## config.mk

```make
export PLATFORM = sky130hd
export DESIGN_NAME = tick_delay_task_scheduler_unit
export DESIGN_NICKNAME = d
export VERILOG_FILES = /design/src/design/tdts_pkg.sv /design/src/design/tick_delay_task_scheduler_unit.sv /design/src/design/tdts_wake_mem.sv /design/src/design/tdts_core.sv
export SDC_FILE = /design/constraint.sdc
export NUM_CORES = 1
export LEC_CHECK = 0
export ABC_AREA = 1
export BUFFER_PORTS_ARGS = -buffer_cell sky130_fd_sc_hd__buf_2
export CELL_PAD_IN_SITES_DETAIL_PLACEMENT = 0
export CELL_PAD_IN_SITES_GLOBAL_PLACEMENT = 2
export CORE_MARGIN = 2
export CORE_UTILIZATION = 41
export CTS_CLUSTER_SIZE = 28
export DETAILED_ROUTE_END_ITERATION = 10
export PLACE_DENSITY_LB_ADDON = 0.1
export SYNTH_ARGS = -nofsm -noshare
export SYNTH_HDL_FRONTEND = slang
export SYNTH_SLANG_ARGS = --single-unit
```

## constraint.sdc

```tcl
create_clock -name clk -period 5.3 [get_ports clk]
set_input_delay 1.06 -clock clk [delete_from_list [all_inputs] [get_ports clk]]
set_output_delay 1.06 -clock clk [all_outputs]
set_load 0.02 [all_outputs]
```

## src/design/tdts_pkg.sv

```systemverilog
// ----------------------------------------------------------------------------
// tdts_pkg
// Shared beat types and sequencer states for the tick/delay task scheduler.
// ----------------------------------------------------------------------------
package tdts_pkg;

	localparam logic CMD_TICK  = 1'b0;
	localparam logic CMD_DELAY = 1'b1;

	typedef struct packed {
		logic        cmd;
		logic [31:0] delay_ticks;
	} item_t;

	typedef struct packed {
		logic [2:0]  running_task;
		logic [7:0]  ready_mask;
		logic [31:0] tick_now;
	} result_t;

	// Core to top: handshake status of the sequencer.
	typedef struct packed {
		logic busy;
		logic done;
	} core_status_t;

	typedef enum logic [2:0] {
		ST_IDLE,
		ST_SCAN,
		ST_FLUSH,
		ST_PICK,
		ST_DONE
	} seq_state_t;

endpackage

```

## src/design/tick_delay_task_scheduler_unit.sv

```systemverilog
// ----------------------------------------------------------------------------
// tick_delay_task_scheduler_unit
// Fixed-priority task scheduler driven by timer ticks and delay requests.
// ----------------------------------------------------------------------------
//
//  channel | valid     | stall     | beat                       | dir
//  --------+-----------+-----------+----------------------------+-----
//  command | cmd_valid | cmd_stall | cmd_beat (item_t)          | in
//  result  | res_valid | res_stall | res_beat (result_t)        | out
//
//  Tick beat: the sequencer sweeps the wake-time memory in ST_SCAN (one read
//  per task 1..TASK_COUNT-1, one read port), then steps through ST_FLUSH (last
//  compare), ST_PICK (select) and ST_DONE (present), then res_valid rises.
//  Delay beat: wake time written at the accepting edge, then ST_PICK (select)
//  and ST_DONE (present); a delay while task 0 (idle) runs goes to ST_DONE.
//  ST_DONE holds until the output register is free. The next command can be taken in the cycle after the result loads.
//  One command is processed at a time; cmd_stall is high while it runs.
//  The result register is separate, so a new command is taken while a result
//  still waits on res_stall. Reset: all tasks ready, tick 0, task 1 running.
//  The wake table needs no clearing: an entry is only used while its task
//  is blocked, which happens only after a delay has written it.
// ----------------------------------------------------------------------------
module tick_delay_task_scheduler_unit #(
	parameter int TASK_COUNT = 8
) (
	input  logic              clk,
	input  logic              arst_n,
	input  logic              cmd_valid,
	output logic              cmd_stall,
	input  tdts_pkg::item_t   cmd_beat,
	output logic              res_valid,
	input  logic              res_stall,
	output tdts_pkg::result_t res_beat
);
	import tdts_pkg::*;

	core_status_t status;
	result_t      core_result;
	logic         start;
	logic         take;
	logic         res_valid_q;
	result_t      res_q;

	// command accepted only while the sequencer is idle
	assign cmd_stall = status.busy;
	assign start     = cmd_valid && !cmd_stall;

	// output register is free when empty or being drained this cycle
	assign take = !res_valid_q || !res_stall;

	tdts_core #(
		.TASK_COUNT (TASK_COUNT)
	) u_core (
		.clk    (clk),
		.arst_n (arst_n),
		.start  (start),
		.item   (cmd_beat),
		.take   (take),
		.status (status),
		.result (core_result)
	);

	always_ff @(posedge clk or negedge arst_n) begin
		if (!arst_n) begin
			res_valid_q <= 1'b0;
		end else if (status.done && take) begin
			res_valid_q <= 1'b1;
		end else if (!res_stall) begin
			res_valid_q <= 1'b0;
		end
	end

	always_ff @(posedge clk) begin
		if (status.done && take) begin
			res_q <= core_result;
		end
	end

	assign res_valid = res_valid_q;
	assign res_beat  = res_q;

endmodule

```

## src/design/tdts_wake_mem.sv

```systemverilog
// ----------------------------------------------------------------------------
// tdts_wake_mem
// Wake-time table: one write port, one read port, registered read data.
// ----------------------------------------------------------------------------
module tdts_wake_mem #(
	parameter int DEPTH = 8,
	parameter int AW    = 3
) (
	input  logic          clk,
	input  logic          we,
	input  logic [AW-1:0] waddr,
	input  logic [31:0]   wdata,
	input  logic          re,
	input  logic [AW-1:0] raddr,
	output logic [31:0]   rdata
);

	logic [31:0] mem [DEPTH];

	always_ff @(posedge clk) begin
		if (we) begin
			mem[waddr] <= wdata;
		end
	end

	always_ff @(posedge clk) begin
		if (re) begin
			rdata <= mem[raddr];
		end
	end

endmodule

```

## src/design/tdts_core.sv

```systemverilog
// ----------------------------------------------------------------------------
// tdts_core
// Scheduler sequencer: tick counter, ready bits, wake-table sweep, selection.
// ----------------------------------------------------------------------------
module tdts_core #(
	parameter int TASK_COUNT = 8
) (
	input  logic                  clk,
	input  logic                  arst_n,
	input  logic                  start,
	input  tdts_pkg::item_t       item,
	input  logic                  take,
	output tdts_pkg::core_status_t status,
	output tdts_pkg::result_t     result
);
	import tdts_pkg::*;

	localparam int IDX_W = $clog2(TASK_COUNT);
	localparam logic [IDX_W-1:0] LAST_IDX = IDX_W'(TASK_COUNT - 1);

	seq_state_t state_q, state_d;

	logic [31:0]           tick_q;
	logic [TASK_COUNT-1:0] ready_q;
	logic [IDX_W-1:0]      cur_q;
	logic [IDX_W-1:0]      idx_q;
	logic                  chk_vld_s1;
	logic [IDX_W-1:0]      chk_idx_s1;

	logic                  mem_we;
	logic                  mem_re;
	logic [31:0]           mem_wdata;
	logic [31:0]           mem_rdata;
	logic [IDX_W-1:0]      pick;
	logic                  do_delay;
	logic [IDX_W+2:0]      idx_ext;
	logic [TASK_COUNT+7:0] mask_ext;

	tdts_wake_mem #(
		.DEPTH (TASK_COUNT),
		.AW    (IDX_W)
	) u_wake_mem (
		.clk   (clk),
		.we    (mem_we),
		.waddr (cur_q),
		.wdata (mem_wdata),
		.re    (mem_re),
		.raddr (idx_q),
		.rdata (mem_rdata)
	);

	// delay is honored only while a real task runs
	assign do_delay  = start && (item.cmd == CMD_DELAY) && (cur_q != '0);
	assign mem_we    = do_delay;
	assign mem_wdata = tick_q + item.delay_ticks;
	assign mem_re    = (state_q == ST_SCAN);

	// lowest ready task from 1 upward, idle 0 otherwise
	always_comb begin
		pick = '0;
		for (int i = TASK_COUNT - 1; i >= 1; i--) begin
			if (ready_q[i]) begin
				pick = IDX_W'(i);
			end
		end
	end

	always_comb begin
		state_d = state_q;
		case (state_q)
			ST_IDLE: begin
				if (start) begin
					if (item.cmd == CMD_TICK) begin
						state_d = ST_SCAN;
					end else if (do_delay) begin
						state_d = ST_PICK;
					end else begin
						state_d = ST_DONE;
					end
				end
			end
			ST_SCAN: begin
				if (idx_q == LAST_IDX) begin
					state_d = ST_FLUSH;
				end
			end
			ST_FLUSH: state_d = ST_PICK;
			ST_PICK:  state_d = ST_DONE;
			ST_DONE: begin
				if (take) begin
					state_d = ST_IDLE;
				end
			end
			default: state_d = ST_IDLE;
		endcase
	end

	always_comb begin
		status.busy = (state_q != ST_IDLE);
		status.done = (state_q == ST_DONE);
	end

	always_ff @(posedge clk or negedge arst_n) begin
		if (!arst_n) begin
			state_q    <= ST_IDLE;
			tick_q     <= '0;
			ready_q    <= '1;
			cur_q      <= IDX_W'(1);
			idx_q      <= IDX_W'(1);
			chk_vld_s1 <= 1'b0;
			chk_idx_s1 <= '0;
		end else begin
			state_q    <= state_d;
			chk_vld_s1 <= mem_re;
			chk_idx_s1 <= idx_q;
			if (state_q == ST_IDLE) begin
				idx_q <= IDX_W'(1);
				if (start && item.cmd == CMD_TICK) begin
					tick_q <= tick_q + 32'd1;
				end
			end else if (state_q == ST_SCAN) begin
				idx_q <= idx_q + IDX_W'(1);
			end
			// wake check lands in the cycle after the read
			if (chk_vld_s1 && !ready_q[chk_idx_s1] && mem_rdata == tick_q) begin
				ready_q[chk_idx_s1] <= 1'b1;
			end
			if (do_delay) begin
				ready_q[cur_q] <= 1'b0;
			end
			if (state_q == ST_PICK) begin
				cur_q <= pick;
			end
		end
	end

	// narrow or widen to the fixed result fields
	assign idx_ext  = {3'b000, cur_q};
	assign mask_ext = {8'h00, ready_q};

	always_comb begin
		result.running_task = idx_ext[2:0];
		result.ready_mask   = mask_ext[7:0];
		result.tick_now     = tick_q;
	end

endmodule

```

==> results.json <==
{
  "dpl.cell_count": 2268,
  "ys_warn_count": 0,
  "synthesis.area_sq_mm": 0.0174,
  "final_antenna_net_count": 0,
  "grt_pass1_wl_um": 70400,
  "async_reset_ff_share_pct": 14.0,
  "cp_top_family": "buffers and inverters",
  "design.portCount": 82,
  "first_pass_iters": 4,
  "ys_types": 46,
  "io_buffers": 81,
  "layout.cells.non_filler": 2345,
  "clkLatencyLatePin_ns": 0.59,
  "nets": 1846,
  "route.detailed.drc": 0,
  "yosysSeqAreaShare_pct": 65.0,
  "worst_r2r_path_depth": 6,
  "cts_hold_buf": 0,
  "die_x_um": 210,
  "setup_tns_ns": 0,
  "hold_ws_ns": 0.418,
  "clk_pin_slew_worst_paths_ns": 0.07,
  "grt_max_degree": 72,
  "irDropWorstVdd_mv": 0.294,
  "drive_gt1_share_pct": 11.3,
  "clk_path_buf_depth": 3,
  "synth.avg_cell_area_sq_um": 10.5,
  "initial_utilization_pct": 41.5,
  "cp.depth": 6,
  "fin_crit_ns": 3.27,
  "power_density_mw_per_mm2": 482,
  "final_min_period_over_clock_period_pct": 61.6,
  "antenna_found_initial": 0,
  "regArea_sq_mm": 0.0113,
  "timing.final.setup_violations": 0,
  "hold_viol_final": 0,
  "syn_to_final_growth_pct": 14.9,
  "outcome": "completed",
  "worstMarginPinSlew_ns": 0.945,
  "slowest_delay_ns": 1.00,
  "finalInstanceArea_sq_mm": 0.0200,
  "cts_setup_buffers": 0,
  "multi_input_area_sq_mm": 0.00552,
  "wl_per_cell_um": 20.0,
  "via_per_inst": 5.09,
  "utilization_pct": 47.6,
  "critPathArrivalTime_ns": 3.53,
  "ys.flop_type": "edfxtp_1",
  "die_y_um": 210,
  "fillCellCount": 3947,
  "slew_violations": 0,
  "worst_path_max_delay_cell": "dfstp_4",
  "cap_violations": 0,
  "place_congestion": 0.844,
  "num_vias": 11900,
  "root_buffer": "clkbuf_16",
  "syn_inst": 1652,
  "mostFrequentLayoutCells": "331 x edfxtp_1, 311 x nor2_1, 263 x nand2_1, 161 x o21ai_0, 139 x inv_1",
  "dieArea_sq_mm": 0.0441,
  "p_leak_nw": 7.75,
  "place_hpwl_um": 31400,
  "cts_resized": 0,
  "synth_edf_count": 331,
  "start_kind": "flip-flop",
  "grt.overflow.total": 0,
  "diodes": 0,
  "critPathMaxFanout": 71,
  "num_rows": 75,
  "dpl_cell_area_sq_mm": 0.0186,
  "core-area_sq_mm": 0.0419,
  "finClkSkew_ns": 0.0289,
  "clock_sinks": 385,
  "crit_buf_inv": 2,
  "drt-total-wl_um": 46800,
  "worstPathCellList": "clkinv_2 > buf_4 > o21ai_0 > o22ai_1 > nor2_1 > a31oi_1",
  "grtUsageTotal_pct": 21.4,
  "relSlewSlack_pct": 36.8,
  "required_ns": 5.56,
  "reg2reg_slack_ns": 2.03,
  "htreeDepth": 2,
  "grt_pass1_vias": 11800,
  "clock.fmax_mhz": 306,
  "cts_tree": "built",
  "min_path_type": "in -> async",
  "cts-buffers-inserted": 43,
  "drt-initial-drc-count": 995,
  "synth_seq_cells": 385,
  "final_common_cell": "edfxtp_1",
  "rsz0062_at_grt": "false",
  "worstSetupPathType": "reg -> reg",
  "crit_path_end_kind": "flip-flop"
}
registers in the layout, indices dropped and copies added, names as in the netlist:
name                     flops
u_core.cur_q                 3
res_valid                    1
u_core.tick_q               32
res_beat                    43
u_core.chk_idx_s1            3
u_core.state_q               3
u_core.chk_vld_s1            1
u_core.u_wake_mem.mem      256
u_core.ready_q               8
u_core.idx_q                 3
u_core.u_wake_mem.rdata     32
synthesized netlist by cell type (3+ instances only):
cell / count / area share [%]
nor2_4: 3 / 0.19
buf_1: 6 / 0.13
a31oi_1: 35 / 1.3
o21bai_1: 4 / 0.17
nand4_1: 17 / 0.61
xor2_1: 38 / 1.9
a21oi_1: 47 / 1.4
o22ai_1: 33 / 1.2
clkbuf_1: 39 / 0.84
buf_2: 5 / 0.14
dfstp_2: 10 / 1.5
inv_2: 3 / 0.065
nor4_1: 7 / 0.25
edfxtp_1: 331 / 57
nor2_2: 3 / 0.11
nand2_1: 263 / 5.7
inv_1: 141 / 3.0
dfrtp_1: 44 / 6.3
nand3_1: 51 / 1.5
o21ai_1: 3 / 0.086
ha_1: 34 / 2.4
nor2_1: 313 / 6.8
o21ai_0: 161 / 4.6
xnor2_1: 11 / 0.55
nor3_1: 21 / 0.60
routing by layer:
| layer | global-route usage (%) | vias up | routed length [um] |
|---|---|---|---|
| met5 | 0 | - | 0 |
| met4 | 5.84 | 0 | 1040 |
| li1 | - | 5909 | - |
| met2 | 34.6 | 196 | 21300 |
| met3 | 3.31 | 63 | 1720 |
| met1 | 30.4 | 5775 | 22800 |
where the power goes:
group / switching [mW] / internal (mW) / total [mW]
logic: 1.62 / 0.689 / 2.31
clock network: 1.22 / 1.76 / 2.98
registers: 0.419 / 3.93 / 4.35
area by class of cell:
type	instances	area share, %
clock buffers	50	5.57
flip-flops and latches	385	56.6
well taps	539	3.37
repair buffers	98	2.67
inverters	144	2.71
multi-input cells	1102	27.6
clock inverters	27	1.49
worst paths after layout:
| kind | from | to |
|---|---|---|
| worst min register to register | u_core.idx_q[2]$_DFFE_PN0P_ | u_core.chk_idx_s1[2]$_DFF_PN0_ |
| worst min-delay path | arst_n | u_core.tick_q[16]$_DFFE_PN0P_ |
| worst max register to register | u_core.idx_q[0]$_DFFE_PN1P_ | u_core.u_wake_mem.rdata[24]$_DFFE_PP_ |
| max in group asynchronous | arst_n | u_core.idx_q[1]$_DFFE_PN0P_ |
| worst max-delay path | u_core.idx_q[0]$_DFFE_PN1P_ | u_core.u_wake_mem.rdata[24]$_DFFE_PP_ |
| min in group clk | u_core.idx_q[2]$_DFFE_PN0P_ | u_core.chk_idx_s1[2]$_DFF_PN0_ |
worst reg2reg max path, stage by stage (launching register included):
cell	delay, ns
dfstp_4	1.00
clkinv_2	0.94
buf_4	0.58
o21ai_0	0.20
o22ai_1	0.08
nor2_1	0.09
a31oi_1	0.07
cells by family (layout without fill, tap and decap cells):
| logic type | after synthesis | after routing | share of synthesized area [%] |
|---|---|---|---|
| adder cells (fa/ha/maj) | 35 | 35 | 2.56 |
| AO/OA/AOI/OAI | 292 | 292 | 9.09 |
| XOR/XNOR | 49 | 49 | 2.47 |
| other | 1 | 32 | 0.0216 |
| flip-flops | 385 | 385 | 65.0 |
| AND/OR/NAND/NOR | 694 | 694 | 16.6 |
| buffers and inverters | 196 | 319 | 4.29 |
metrics by stage:
stage / worst slack (ns) / power (mW)
final: 2.03 / 9.63
after global routing: 1.69 / 10.2
after CTS: 1.99 / 9.74
after detailed placement: 1.97 / 6.73
after global placement: 1.99 / 6.71
after floorplan: 0.400 / 5.81
Note: power is estimated with default switching activity, not from simulation.
